[src/hdl/srr_pkg.sv]
// shared types and constants for the selective-repeat receiver
// no dependencies; compile first
package srr_pkg;

  localparam int SEQ_W   = 16;
  localparam int DATA_W  = 32;
  localparam int BYTES_W = 3;
  localparam int KIND_W  = 2;

  localparam logic [BYTES_W-1:0] MAX_BYTES = 3'd4;

  // front queue depth, power of two so the pointers wrap on their own
  localparam int QDEPTH = 2;
  localparam int QPTR_W = 1;

  typedef enum logic [KIND_W-1:0] {
    KIND_ACK     = 2'd0,
    KIND_DELIVER = 2'd1,
    KIND_DISCARD = 2'd2
  } kind_t;

  typedef enum logic {
    BK_IDLE,
    BK_DELIVER
  } back_state_t;

  // normalized packet as it sits in the front queue
  typedef struct packed {
    logic [SEQ_W-1:0]   seq;
    logic [DATA_W-1:0]  data;
    logic [BYTES_W-1:0] bytes;
  } srr_item_t;

  // one ring slot of the reorder store
  typedef struct packed {
    logic [DATA_W-1:0]  data;
    logic [BYTES_W-1:0] bytes;
  } slot_t;

endpackage

[src/hdl/srr_ifs.sv]
// valid/ready channel interfaces for packets in and results out
// depends on srr_pkg
interface srr_in_if;
  import srr_pkg::*;

  logic               valid;
  logic               ready;
  logic [SEQ_W-1:0]   seq_num;
  logic [DATA_W-1:0]  payload;
  logic [BYTES_W-1:0] byte_count;

  modport source (output valid, seq_num, payload, byte_count, input ready);
  modport sink   (input valid, seq_num, payload, byte_count, output ready);
endinterface

interface srr_out_if;
  import srr_pkg::*;

  logic               valid;
  logic               ready;
  logic [KIND_W-1:0]  kind;
  logic [SEQ_W-1:0]   seq_out;
  logic [DATA_W-1:0]  data_out;
  logic [BYTES_W-1:0] bytes_out;
  logic               last;

  modport source (output valid, kind, seq_out, data_out, bytes_out, last, input ready);
  modport sink   (input valid, kind, seq_out, data_out, bytes_out, last, output ready);
endinterface

[src/hdl/srr_front.sv]
// front end: takes packets, normalizes number, count and word, queues them
// depends on srr_pkg and srr_in_if
module srr_front #(
  parameter int SEQ_BITS = 16
) (
  input  logic               clk,
  input  logic               rst_n,
  srr_in_if.sink             in_pkt,
  output srr_pkg::srr_item_t q_item,
  output logic               q_valid,
  input  logic               q_pop
);
  import srr_pkg::*;

  localparam logic [SEQ_W-1:0] SEQ_IN_MASK =
    (SEQ_BITS >= SEQ_W) ? {SEQ_W{1'b1}} : SEQ_W'((32'd1 << SEQ_BITS) - 32'd1);
  localparam logic [QPTR_W:0] QFULL = (QPTR_W+1)'(QDEPTH);

  srr_item_t          q_r [QDEPTH];
  logic [QPTR_W-1:0]  wr_ptr_r, wr_ptr_nxt;
  logic [QPTR_W-1:0]  rd_ptr_r, rd_ptr_nxt;
  logic [QPTR_W:0]    cnt_r, cnt_nxt;
  logic               push;
  logic [BYTES_W-1:0] cnt_clamp;
  srr_item_t          norm;

  always_comb begin
    cnt_clamp = (in_pkt.byte_count > MAX_BYTES) ? MAX_BYTES : in_pkt.byte_count;
    norm.seq   = in_pkt.seq_num & SEQ_IN_MASK;
    norm.bytes = cnt_clamp;
    // bytes above the count are zeroed before storage
    case (cnt_clamp)
      3'd0:    norm.data = '0;
      3'd1:    norm.data = in_pkt.payload & 32'h0000_00FF;
      3'd2:    norm.data = in_pkt.payload & 32'h0000_FFFF;
      3'd3:    norm.data = in_pkt.payload & 32'h00FF_FFFF;
      default: norm.data = in_pkt.payload;
    endcase
  end

  assign in_pkt.ready = (cnt_r != QFULL);
  assign push         = in_pkt.valid && in_pkt.ready;
  assign q_valid      = (cnt_r != '0);
  assign q_item       = q_r[rd_ptr_r];

  always_comb begin
    wr_ptr_nxt = push  ? wr_ptr_r + 1'b1 : wr_ptr_r;
    rd_ptr_nxt = q_pop ? rd_ptr_r + 1'b1 : rd_ptr_r;
    cnt_nxt    = cnt_r;
    if (push && !q_pop) begin
      cnt_nxt = cnt_r + 1'b1;
    end else if (!push && q_pop) begin
      cnt_nxt = cnt_r - 1'b1;
    end
  end

  always_ff @(posedge clk) begin
    if (!rst_n) begin
      wr_ptr_r <= '0;
      rd_ptr_r <= '0;
      cnt_r    <= '0;
    end else begin
      wr_ptr_r <= wr_ptr_nxt;
      rd_ptr_r <= rd_ptr_nxt;
      cnt_r    <= cnt_nxt;
    end
  end

  always_ff @(posedge clk) begin
    if (push) begin
      q_r[wr_ptr_r] <= norm;
    end
  end

endmodule

[src/hdl/srr_back.sv]
// back end: window check, reorder store and in-order delivery sequencer
// depends on srr_pkg and srr_out_if
module srr_back #(
  parameter int WINDOW   = 8,
  parameter int SEQ_BITS = 16
) (
  input  logic               clk,
  input  logic               rst_n,
  input  srr_pkg::srr_item_t q_item,
  input  logic               q_valid,
  output logic               q_pop,
  srr_out_if.source          out_res
);
  import srr_pkg::*;

  localparam int SLOT_W = $clog2(WINDOW);
  localparam logic [SEQ_BITS:0]   SEQ_SPAN  = {1'b1, {SEQ_BITS{1'b0}}};
  localparam logic [SEQ_BITS-1:0] WIN_SEQ   = SEQ_BITS'(WINDOW);
  localparam logic [SEQ_BITS-1:0] REACK_LO  = SEQ_BITS'(SEQ_SPAN - (SEQ_BITS+1)'(WINDOW));
  localparam logic [SLOT_W:0]     WIN_SUM   = (SLOT_W+1)'(WINDOW);
  localparam logic [SLOT_W-1:0]   LAST_SLOT = SLOT_W'(WINDOW - 1);

  back_state_t         state_r, state_nxt;
  logic [SEQ_BITS-1:0] base_r, base_nxt;
  logic [SLOT_W-1:0]   bslot_r, bslot_nxt;
  logic [WINDOW-1:0]   valid_r, valid_nxt;

  logic                out_valid_r, out_valid_nxt;
  kind_t               out_kind_r, out_kind_nxt;
  logic [SEQ_W-1:0]    out_seq_r, out_seq_nxt;
  logic [DATA_W-1:0]   out_data_r, out_data_nxt;
  logic [BYTES_W-1:0]  out_bytes_r, out_bytes_nxt;
  logic                out_last_r, out_last_nxt;

  slot_t               slot_mem [WINDOW];
  slot_t               rd_q_r;
  slot_t               wr_data;
  logic                wr_en;

  logic                out_free;
  logic [31:0]         seq_w;
  logic [31:0]         base_w;
  logic [SEQ_BITS-1:0] seq_ext;
  logic [SEQ_BITS-1:0] diff;
  logic                is_reack;
  logic                is_win;
  logic [SLOT_W:0]     slot_sum;
  logic [SLOT_W-1:0]   wr_slot;
  logic [SLOT_W-1:0]   nxt_slot;

  assign out_free = !out_valid_r || out_res.ready;
  assign seq_w    = 32'(q_item.seq);
  assign base_w   = 32'(base_r);
  assign seq_ext  = seq_w[SEQ_BITS-1:0];
  assign diff     = seq_ext - base_r;
  assign is_reack = (diff >= REACK_LO);
  assign is_win   = (diff < WIN_SEQ);

  // ring slot of an in-window number, sum stays below twice the window
  assign slot_sum = {1'b0, bslot_r} + {1'b0, diff[SLOT_W-1:0]};
  assign wr_slot  = (slot_sum >= WIN_SUM) ? SLOT_W'(slot_sum - WIN_SUM) : slot_sum[SLOT_W-1:0];
  assign nxt_slot = (bslot_r == LAST_SLOT) ? '0 : bslot_r + 1'b1;
  assign wr_data  = '{data: q_item.data, bytes: q_item.bytes};

  always_comb begin
    state_nxt     = state_r;
    base_nxt      = base_r;
    bslot_nxt     = bslot_r;
    valid_nxt     = valid_r;
    q_pop         = 1'b0;
    wr_en         = 1'b0;
    out_valid_nxt = out_valid_r && !out_res.ready;
    out_kind_nxt  = out_kind_r;
    out_seq_nxt   = out_seq_r;
    out_data_nxt  = out_data_r;
    out_bytes_nxt = out_bytes_r;
    out_last_nxt  = out_last_r;
    case (state_r)
      BK_IDLE: begin
        if (q_valid && out_free) begin
          q_pop         = 1'b1;
          out_valid_nxt = 1'b1;
          out_seq_nxt   = q_item.seq;
          out_data_nxt  = '0;
          out_bytes_nxt = '0;
          out_last_nxt  = 1'b1;
          if (is_reack) begin
            out_kind_nxt = KIND_ACK;
          end else if (is_win) begin
            out_kind_nxt       = KIND_ACK;
            wr_en              = 1'b1;
            valid_nxt[wr_slot] = 1'b1;
            // deliveries follow once the base slot is filled
            if (wr_slot == bslot_r || valid_r[bslot_r]) begin
              out_last_nxt = 1'b0;
              state_nxt    = BK_DELIVER;
            end
          end else begin
            out_kind_nxt = KIND_DISCARD;
          end
        end
      end
      BK_DELIVER: begin
        if (out_free) begin
          out_valid_nxt      = 1'b1;
          out_kind_nxt       = KIND_DELIVER;
          out_seq_nxt        = base_w[SEQ_W-1:0];
          out_data_nxt       = rd_q_r.data;
          out_bytes_nxt      = rd_q_r.bytes;
          valid_nxt[bslot_r] = 1'b0;
          base_nxt           = base_r + 1'b1;
          bslot_nxt          = nxt_slot;
          out_last_nxt       = !valid_r[nxt_slot];
          if (!valid_r[nxt_slot]) begin
            state_nxt = BK_IDLE;
          end
        end
      end
      default: begin
        state_nxt = BK_IDLE;
      end
    endcase
  end

  always_ff @(posedge clk) begin
    if (!rst_n) begin
      state_r     <= BK_IDLE;
      base_r      <= '0;
      bslot_r     <= '0;
      valid_r     <= '0;
      out_valid_r <= 1'b0;
    end else begin
      state_r     <= state_nxt;
      base_r      <= base_nxt;
      bslot_r     <= bslot_nxt;
      valid_r     <= valid_nxt;
      out_valid_r <= out_valid_nxt;
    end
  end

  always_ff @(posedge clk) begin
    out_kind_r  <= out_kind_nxt;
    out_seq_r   <= out_seq_nxt;
    out_data_r  <= out_data_nxt;
    out_bytes_r <= out_bytes_nxt;
    out_last_r  <= out_last_nxt;
  end

  // slot store, read address follows the next base slot, write bypasses the read
  always_ff @(posedge clk) begin
    if (wr_en) begin
      slot_mem[wr_slot] <= wr_data;
    end
    if (wr_en && wr_slot == bslot_nxt) begin
      rd_q_r <= wr_data;
    end else begin
      rd_q_r <= slot_mem[bslot_nxt];
    end
  end

  assign out_res.valid     = out_valid_r;
  assign out_res.kind      = out_kind_r;
  assign out_res.seq_out   = out_seq_r;
  assign out_res.data_out  = out_data_r;
  assign out_res.bytes_out = out_bytes_r;
  assign out_res.last      = out_last_r;

endmodule

[src/hdl/selective_repeat_receiver.sv]
// selective-repeat receiver top: front queue feeding the window/delivery back end
// depends on srr_pkg, srr_ifs, srr_front, srr_back
//
//   channel   dir  handshake      beat contents
//   in_pkt    in   valid/ready    seq_num, payload, byte_count
//   out_res   out  valid/ready    kind, seq_out, data_out, bytes_out, last
//
// a packet gets one acknowledge or discard beat from the back end, then one in-order
// delivery beat per cycle while out_res is not held; no new packet is taken meanwhile
// the front holds up to two packets so input keeps flowing while results stall
// an output register drives out_res; a held beat stalls the back end, and the input
// once the front queue is full
// rst_n is synchronous; base, slot valid bits, queue and output valid clear at once
module selective_repeat_receiver #(
  parameter int WINDOW   = 8,
  parameter int SEQ_BITS = 16
) (
  input logic       clk,
  input logic       rst_n,
  srr_in_if.sink    in_pkt,
  srr_out_if.source out_res
);
  import srr_pkg::*;

  srr_item_t q_item;
  logic      q_valid;
  logic      q_pop;

  srr_front #(
    .SEQ_BITS (SEQ_BITS)
  ) u_front (
    .clk     (clk),
    .rst_n   (rst_n),
    .in_pkt  (in_pkt),
    .q_item  (q_item),
    .q_valid (q_valid),
    .q_pop   (q_pop)
  );

  srr_back #(
    .WINDOW   (WINDOW),
    .SEQ_BITS (SEQ_BITS)
  ) u_back (
    .clk     (clk),
    .rst_n   (rst_n),
    .q_item  (q_item),
    .q_valid (q_valid),
    .q_pop   (q_pop),
    .out_res (out_res)
  );

  a_pop_needs_item: assert property (@(posedge clk) disable iff (!rst_n)
    q_pop |-> q_valid)
    else $error("queue popped while empty");

  a_discard_is_last: assert property (@(posedge clk) disable iff (!rst_n)
    (out_res.valid && out_res.kind == KIND_DISCARD) |-> out_res.last)
    else $error("discard beat without last");

  a_no_data_unless_delivery: assert property (@(posedge clk) disable iff (!rst_n)
    (out_res.valid && out_res.kind != KIND_DELIVER) |->
      (out_res.data_out == '0 && out_res.bytes_out == '0))
    else $error("data on a non-delivery beat");

  a_delivery_follows: assert property (@(posedge clk) disable iff (!rst_n)
    (out_res.valid && out_res.ready && !out_res.last) |=>
      (out_res.valid && out_res.kind == KIND_DELIVER))
    else $error("delivery beat missing after non-last beat");

endmodule
[src/flat_wrapper.sv]
// flat-port wrapper written by rule: the top's interface ports become plain ports
module selective_repeat_receiver_flat import srr_pkg::*;
#(
  parameter int WINDOW   = 8,
  parameter int SEQ_BITS = 16
)
  (clk, rst_n, in_pkt_valid, in_pkt_seq_num, in_pkt_payload, in_pkt_byte_count, in_pkt_ready, out_res_valid, out_res_kind, out_res_seq_out, out_res_data_out, out_res_bytes_out, out_res_last, out_res_ready);
  srr_in_if in_pkt_i ();
  srr_out_if out_res_i ();
  input logic clk;
  input logic rst_n;
  input wire logic [$bits(in_pkt_i.valid)-1:0] in_pkt_valid;
  input wire logic [$bits(in_pkt_i.seq_num)-1:0] in_pkt_seq_num;
  input wire logic [$bits(in_pkt_i.payload)-1:0] in_pkt_payload;
  input wire logic [$bits(in_pkt_i.byte_count)-1:0] in_pkt_byte_count;
  output wire logic [$bits(in_pkt_i.ready)-1:0] in_pkt_ready;
  output wire logic [$bits(out_res_i.valid)-1:0] out_res_valid;
  output wire logic [$bits(out_res_i.kind)-1:0] out_res_kind;
  output wire logic [$bits(out_res_i.seq_out)-1:0] out_res_seq_out;
  output wire logic [$bits(out_res_i.data_out)-1:0] out_res_data_out;
  output wire logic [$bits(out_res_i.bytes_out)-1:0] out_res_bytes_out;
  output wire logic [$bits(out_res_i.last)-1:0] out_res_last;
  input wire logic [$bits(out_res_i.ready)-1:0] out_res_ready;
  assign in_pkt_i.valid = in_pkt_valid;
  assign in_pkt_i.seq_num = in_pkt_seq_num;
  assign in_pkt_i.payload = in_pkt_payload;
  assign in_pkt_i.byte_count = in_pkt_byte_count;
  assign in_pkt_ready = in_pkt_i.ready;
  assign out_res_valid = out_res_i.valid;
  assign out_res_kind = out_res_i.kind;
  assign out_res_seq_out = out_res_i.seq_out;
  assign out_res_data_out = out_res_i.data_out;
  assign out_res_bytes_out = out_res_i.bytes_out;
  assign out_res_last = out_res_i.last;
  assign out_res_i.ready = out_res_ready;
  selective_repeat_receiver #(.WINDOW(WINDOW), .SEQ_BITS(SEQ_BITS)) u_core (.clk(clk), .rst_n(rst_n), .in_pkt(in_pkt_i), .out_res(out_res_i));
endmodule
[config.mk]
export PLATFORM = sky130hd
export DESIGN_NAME = selective_repeat_receiver_flat
export DESIGN_NICKNAME = d
export VERILOG_FILES = /design/src/hdl/srr_pkg.sv /design/src/hdl/srr_ifs.sv /design/src/hdl/srr_front.sv /design/src/hdl/srr_back.sv /design/src/hdl/selective_repeat_receiver.sv /design/src/flat_wrapper.sv
export SDC_FILE = /design/constraint.sdc
export NUM_CORES = 1
export LEC_CHECK = 0
export BUFFER_PORTS_ARGS = -buffer_cell sky130_fd_sc_hd__buf_2
export CORE_MARGIN = 2
export CORE_UTILIZATION = 35
export CTS_CLUSTER_DIAMETER = 120
export DETAILED_ROUTE_END_ITERATION = 8
export PLACE_DENSITY_LB_ADDON = 0.25
export SLEW_MARGIN = 20
export SYNTH_ARGS = -nofsm -noshare
export SYNTH_HDL_FRONTEND = slang
export SYNTH_SLANG_ARGS = --single-unit
[constraint.sdc]
create_clock -name clk -period 4.7 [get_ports clk]
set_input_delay 0.94 -clock clk [delete_from_list [all_inputs] [get_ports clk]]
set_output_delay 0.94 -clock clk [all_outputs]
set_load 0.005 [all_outputs]
==> results of run 1 <==
-- layer usage --
layer | vias to the layer above | routed length, microns
met3 | 56 | 1710
met2 | 191 | 20300
li1 | 4707 | -
met1 | 5146 | 17700
met5 | - | 13
met4 | 2 | 860
-- cells in the mapped netlist (5+ instances only) --
cell type	count	area, sq um
inv_1	25	93.8
mux4_2	74	1670
o41ai_1	8	70.1
o21ai_0	13	65.1
ha_1	21	263
xnor2_1	23	201
nand2b_1	9	56.3
a21boi_0	5	37.5
nor2b_1	29	181
edfxtp_1	436	13100
mux2_2	51	574
clkbuf_1	31	116
o211ai_1	6	45.0
nand3_1	8	40.0
and2_1	30	188
nand2_1	39	146
dfxtp_1	37	741
a21oi_1	34	170
mux2i_1	39	390
nand4_1	7	43.8
nor2_1	70	263
nor3_1	12	60.1
buf_1	12	45.0
a21o_1	7	52.6
a211oi_1	5	37.5
nor4_1	8	50.1
or3_1	5	31.3
and3_1	12	75.1
-- per-stage QoR --
| step | setup slack [ns] | area (sq um) | cells | total power [uW] | hold slack (ns) |
|---|---|---|---|---|---|
| 3_3_place_gp | 0.718 | 21000 | 1957 | 7220 | 0.479 |
| 3_5_place_dp | 0.516 | 21000 | 1957 | 7270 | 0.485 |
| 5_1_grt | 0.287 | 22500 | 2044 | 11400 | 0.523 |
| 4_1_cts | 0.499 | 22500 | 2044 | 11000 | 0.502 |
| 6_report | 0.520 | 22500 | 2044 | 10900 | 0.511 |
| 2_1_floorplan | 0.116 | 19400 | 1125 | 6580 | 0.403 |
-- sequential cells by signal (all words and copies together), names as in the netlist, 3 cells and up, named ones only --
register                         count
u_core.u_back.out_res.data_out      32
u_core.u_back.out_res.seq_out       16
u_core.u_back.slot_mem             280
u_core.u_back.bslot_r                3
u_core.u_back.out_res.bytes_out      3
u_core.u_back.base_r                16
u_core.u_front.q_r                 102
u_core.u_back.valid_r                8
-- layout make-up --
type | count | area, sq um
fill | 4959 | 32400
clock inverter | 26 | 233
clock buffer | 61 | 1300
multi-input combinational | 576 | 5290
sequential | 473 | 13800
tap | 748 | 936
inverter | 26 | 97.6
timing repair buffer | 134 | 843
-- worst max path at each step --
| stage | end | slack (ns) | cells past startpoint |
|---|---|---|---|
| after detailed placement | u_core.u_back.slot_mem[7][23] | 0.52 | 11 |
| after floorplan | u_core.u_back.slot_mem[0][0] | 0.12 | 13 |
| final | u_core.u_back.slot_mem[7][26] | 0.52 | 11 |
| after global routing | u_core.u_back.slot_mem[7][26] | 0.29 | 11 |
| after global placement | u_core.u_back.slot_mem[7][11] | 0.72 | 11 |
| after CTS | u_core.u_back.slot_mem[7][26] | 0.50 | 11 |
-- critical path, delay by kind of cell, from the launching register on --
family,cells,cell delay [ns]
AOI/OAI and AO/OA,1,0.22
adders and majority gates,1,0.39
buffers and inverters,2,0.58
DFF,1,0.47
muxes,1,0.38
and+or+nand+nor,6,1.77
-- power breakdown --
part	total, uW	internal, uW	leakage [uW]	switching (uW)
logic	1820	654	0.00225	1170
clock network	3710	2130	0.000757	1580
registers	5330	5230	0.00431	97.6
-- kinds of logic (layout without fill, tap and decap cells) --
kind of cell / count (synthesis) / count (layout) / share of synthesized area
multiplexers: 165 / 165 / 0.136
adder cells (fa/ha/maj): 23 / 23 / 0.0156
AND/OR/NAND/NOR: 246 / 246 / 0.0660
XOR/XNOR: 27 / 27 / 0.0122
flip-flops: 473 / 473 / 0.713
buffers and inverters: 76 / 247 / 0.0159
AO/OA/AOI/OAI: 115 / 115 / 0.0409
==> key figures, run 1 <==
Placed design
  • Final estimated routing congestion in global placement: 0.825
  • # port buffers: 110
  • Final HPWL DP: roughly 25000 microns

Critical path
  • Cell with the largest stage delay on the worst path: dfxtp_2
  • Maximum cell stage delay along the critical path: 0.47 ns
  • Sequence of cells on the critical path: buf_4, mux2_2, ha_1, nand2_1, o21ai_1, or4b_1, and3_1, or2_1, nor4b_1, and3_2, buf_12
  • R2r worst-path depth: 11
  • Element type at the critical path start: flip-flop
  • Endpoint of the worst register-to-register path: u_core.u_back.slot_mem[7][26]
  • R2R setup slack: approximately 0.52 ns
  • Max Fanout on Critical Path: 35
  • Worst Setup End Kind: flip-flop
  • Critical path class: reg -> reg
  • Data arrival, critical path: between 4 and 5 ns
  • Required time at the endpoint of the critical path: 4.95 ns

Min path
  • Depth of the worst hold-timing path: 2
  • Destination of the worst hold path: u_core.u_back.valid_r[0]
  • Type of the most critical hold path: reg -> reg
  • Launch instance of the worst min-delay path: u_core.u_back.valid_r[0]

Routing
  • Antenna-violating nets left: 0
  • Vias per cell: just under 5
  • Routed via count: 10100
  • Total iterations of the first detailed-routing run: 5
  • Total Wirelength: 40600 microns
  • Detailed router's first-iteration violation count: between 600 and 700
  • Wire per inst: just under 20 microns
  • Number of remaining DRC errors: 0

Floorplanning
  • Area of the die: about 0.057 sq mm
  • Starting utilization of the core area: 0.353
  • Die Ht: about 240 microns
  • Row count: 86
  • Overall die width: 239 microns
  • Top-Level Pins: about 110
  • Area inside the core boundary: 0.0550 sq mm

STA
  • Post-route setup TNS: 0 ns
  • Final critical path time including I/O delays and setup: around 4.2 ns
  • Tightest Pin Transition: 1.02 ns
  • Highest clock frequency the design can meet: ~240 MHz
  • Rel. slew slack: 0.319
  • RSZ-0062 raised after global routing: false
  • Final worst-path cycle share: 0.889
  • Final Skew: about 0.019 ns
  • Max Slew Vio Count: 0
  • Final setup vio count: 0
  • Final Hold Fails: 0

Cells and area
  • Fraction of layout cells with a size suffix above 1: 0.275
  • Final nets: 1338
  • Area growth syn-to-layout: 16.2%
  • Commonest cells after routing, fill and taps aside: edfxtp_1, buf_2, mux4_2
  • Number of antenna repair diodes: 0
  • Most common cell after layout, fill and taps aside: edfxtp_1
  • Share of the core filled with cells in the final layout: 0.410

Synthesis
  • Gate count of the mapped netlist: 1125
  • Synth Flop Type: edfxtp_1
  • Yosys warning total: 0
  • EDFF count, synth: 436
  • Share of flip-flops with an asynchronous set or reset: 0
  • Sequential area share after synthesis: 0.713
  • Post-synthesis instance area: 0.0194 sq mm
  • Mapped Nets: between 1000 and 1500
  • Post-synthesis sequential element count: about 470
  • Number of distinct standard cells referenced by the synthesized netlist: 64
  • Post-Syn Area per Cell: 17.2 sq um

Clock tree
  • Quantity of gates resized following cts: 0
  • Clock transition at path regs: 0.06 ns
  • Total number of H-tree levels: 2
  • Number of sinks on the clock net: ~470
  • CTS tree: done
  • Number of hold buffers added after cts: 0
  • Largest buffer count on any clock path: 3
  • Master cell of the clock root buffer: clkbuf_16
  • Number of buffers added by the clock tree synthesis step: 49
  • Setup bufs post-CTS: 0
  • Clock network latency to the later pin of the worst-skew pair: between 0.5 and 0.6 ns

Global routing
  • Antenna violations before repair: 1
  • Gr busiest metal: met2
  • Met3 track demand over resource: 0.0286
  • Global-route total usage across every layer: 0.144
  • Wire length of the first global-routing pass: 62400 microns
  • Met2 Usage GRT: 0.248
  • Global route total overflow: 0
  • Global routing met1 resource utilization: 0.186
  • Largest net degree at the start of global routing: 43
  • Vias in the first global route: 10500

Pwr
  • Worst vdd rail ir drop: roughly 0.00028 V
  • Leakage power total: ~0.0073 uW
  • Power Density: between 400 and 500 mW/mm^2

Run
  • Reported max-cap violation count: 0

Outcome
  • Status: finished, final reports clean
Power figures use the tool's default switching activity.
==> inputs of run 2 (changes only) <==
- CELL_PAD_IN_SITES_DETAIL_PLACEMENT: unset -> 1
- CELL_PAD_IN_SITES_GLOBAL_PLACEMENT: unset -> 1
==> run 2 against run 1 <==
Net effect:
- sequential power barely moved
- via count unchanged
- critical path depth stayed put
- routed wire length increased by 5.4%
- flip-flop and latch count unchanged
- clock skew fell by 0.0012 ns
- first-iteration DRC count down 19%
- die area is the same
- final area is essentially flat
==> key figures, run 2 (synthesized netlist as in run 1, its figures left out) <==
Min path
  • Type of the most critical hold path: reg -> reg
  • Destination of the worst hold path: u_core.u_back.base_r[7]
  • Depth of the worst hold-timing path: 2
  • Launch instance of the worst min-delay path: u_core.u_back.base_r[7]

Clock tree
  • Clock network latency to the later pin of the worst-skew pair: 0.59 ns
  • Master cell of the clock root buffer: clkbuf_16
  • Number of sinks on the clock net: 473
  • CTS tree: done
  • Total number of H-tree levels: 2
  • Number of hold buffers added after cts: 0
  • Clock transition at path regs: about 0.060 ns
  • Quantity of gates resized following cts: 0
  • Setup bufs post-CTS: 0
  • Number of buffers added by the clock tree synthesis step: between 40 and 50
  • Largest buffer count on any clock path: 3

Global routing
  • Global-route total usage across every layer: 0.153
  • Global route total overflow: 0
  • Largest net degree at the start of global routing: between 40 and 50
  • Antenna violations before repair: 1
  • Vias in the first global route: 11100
  • Wire length of the first global-routing pass: 66400 microns

Critical path
  • Maximum cell stage delay along the critical path: between 0.5 and 0.6 ns
  • Critical path class: reg -> reg
  • R2R setup slack: roughly 0.55 ns
  • Sequence of cells on the critical path: buf_4, mux2_2, ha_1, nand2_1, o21ai_0, mux2_2, o311a_2, nor4_4, and2_2, and3_2, buf_12
  • R2r worst-path depth: 11
  • Required time at the endpoint of the critical path: roughly 5 ns
  • Cell with the largest stage delay on the worst path: dfxtp_2
  • Max Fanout on Critical Path: 35
  • Most Frequent Cell on Critical Path: mux2_2
  • Worst Setup End Kind: flip-flop
  • Element type at the critical path start: flip-flop
  • Data arrival, critical path: approximately 4.4 ns
  • Endpoint of the worst register-to-register path: u_core.u_back.slot_mem[3][28]

Floorplanning
  • Die Ht: between 200 and 250 microns
  • Row count: 86
  • Area inside the core boundary: 0.0550 sq mm
  • Area of the die: about 0.057 sq mm
  • Starting utilization of the core area: 0.353
  • Overall die width: between 200 and 250 microns
  • Top-Level Pins: 111

Routing
  • Detailed router's first-iteration violation count: around 530
  • Number of remaining DRC errors: 0
  • Wire per inst: around 21 microns
  • Antenna-violating nets left: 0
  • Total iterations of the first detailed-routing run: 4
  • Total Wirelength: ~43000 microns
  • Vias per cell: between 4 and 5
  • Routed via count: a little over 10000

STA
  • Final critical path time including I/O delays and setup: a little over 4 ns
  • Highest clock frequency the design can meet: 241 MHz
  • Final setup vio count: 0
  • Post-route setup TNS: 0 ns
  • Final Skew: 0.0176 ns
  • Max Slew Vio Count: 0
  • Final Hold Fails: 0
  • Rel. slew slack: 0.352
  • RSZ-0062 raised after global routing: false
  • Worst hold slack: ~0.53 ns
  • Final worst-path cycle share: 0.883
  • Tightest Pin Transition: ~0.97 ns

Outcome
  • Status: finished, final reports clean

Cells and area
  • Number of antenna repair diodes: 0
  • Most common cell after layout, fill and taps aside: edfxtp_1
  • Total of fill cells in the finished design: roughly 5400
  • Most flop-heavy register: u_core.u_back.slot_mem
  • Final nets: 1336
  • Fraction of layout cells with a size suffix above 1: 0.273
  • Commonest cells after routing, fill and taps aside: edfxtp_1, buf_2, mux4_2
  • Max FFs per register: 280
  • Area growth syn-to-layout: 16.3%

Pwr
  • Worst vdd rail ir drop: between 0.0002 and 0.0003 V
  • Leakage power total: approximately 0.0073 uW
  • Power Density: 483 mW/mm^2
  • Total power consumption of the routed design: around 11000 uW

Placed design
  • # port buffers: between 100 and 150
  • Final HPWL DP: 26800 microns
  • Final estimated routing congestion in global placement: between 0.8 and 0.9

Run
  • Reported max-cap violation count: 0
run 2: stage by stage:
stage	utilization	setup slack, ns	cell area (sq um)	cells
finish	0.410	0.552	22600	2046
global route	0.410	0.246	22600	2046
CTS	0.410	0.532	22600	2046
detailed placement	0.382	0.550	21000	1955
global placement	0.382	0.679	21000	1955
floorplan	-	0.116	19400	1125
run 2: how the worst max path moves through the flow:
stage	startpoint	end	slack, ns	cells past startpoint
after global placement	flip-flop	u_core.u_back.slot_mem[5][24]	0.68	11
after detailed placement	flip-flop	u_core.u_back.slot_mem[1][11]	0.55	11
after global routing	flip-flop	u_core.u_back.slot_mem[1][33]	0.25	11
final	flip-flop	u_core.u_back.slot_mem[3][28]	0.55	11
after CTS	flip-flop	u_core.u_back.slot_mem[1][33]	0.53	11
after floorplan	flip-flop	u_core.u_back.slot_mem[0][0]	0.12	13
run 2: metal layers:
| metal | track usage | share of wire | up-vias |
|---|---|---|---|
| met5 | 0 | 0 | - |
| met4 | 0.0496 | 0.022 | 0 |
| met3 | 0.0219 | 0.039 | 59 |
| met2 | 0.266 | 0.50 | 144 |
| met1 | 0.197 | 0.44 | 5215 |
| li1 | - | - | 4684 |
run 2: area by class of cell:
type,instances,area [sq um],area share
Clock buffer,59,1270,0.0565
Clock inverter,32,263,0.0116
Inverter,26,97.6,0.00433
Multi-Input combinational cell,576,5290,0.235
Sequential cell,473,13800,0.614
Tap cell,748,936,0.0415
Timing Repair Buffer,132,853,0.0378
run 2: report_power, final:
group          internal (uW)  switching [uW]  total, uW
Clock                   2100            1610       3720
Combinational            657            1180       1840
Sequential              5230             117       5350
run 2: worst max-delay path: cells and delay by family (launching register included):
| family | cells | cell delay (ns) |
|---|---|---|
| AND/OR/NAND/NOR | 4 | 0.92 |
| adder cells (fa/ha/maj) | 1 | 0.43 |
| flip-flops | 1 | 0.58 |
| AO/OA/AOI/OAI | 2 | 0.48 |
| buffers and inverters | 2 | 0.60 |
| multiplexers | 2 | 0.77 |
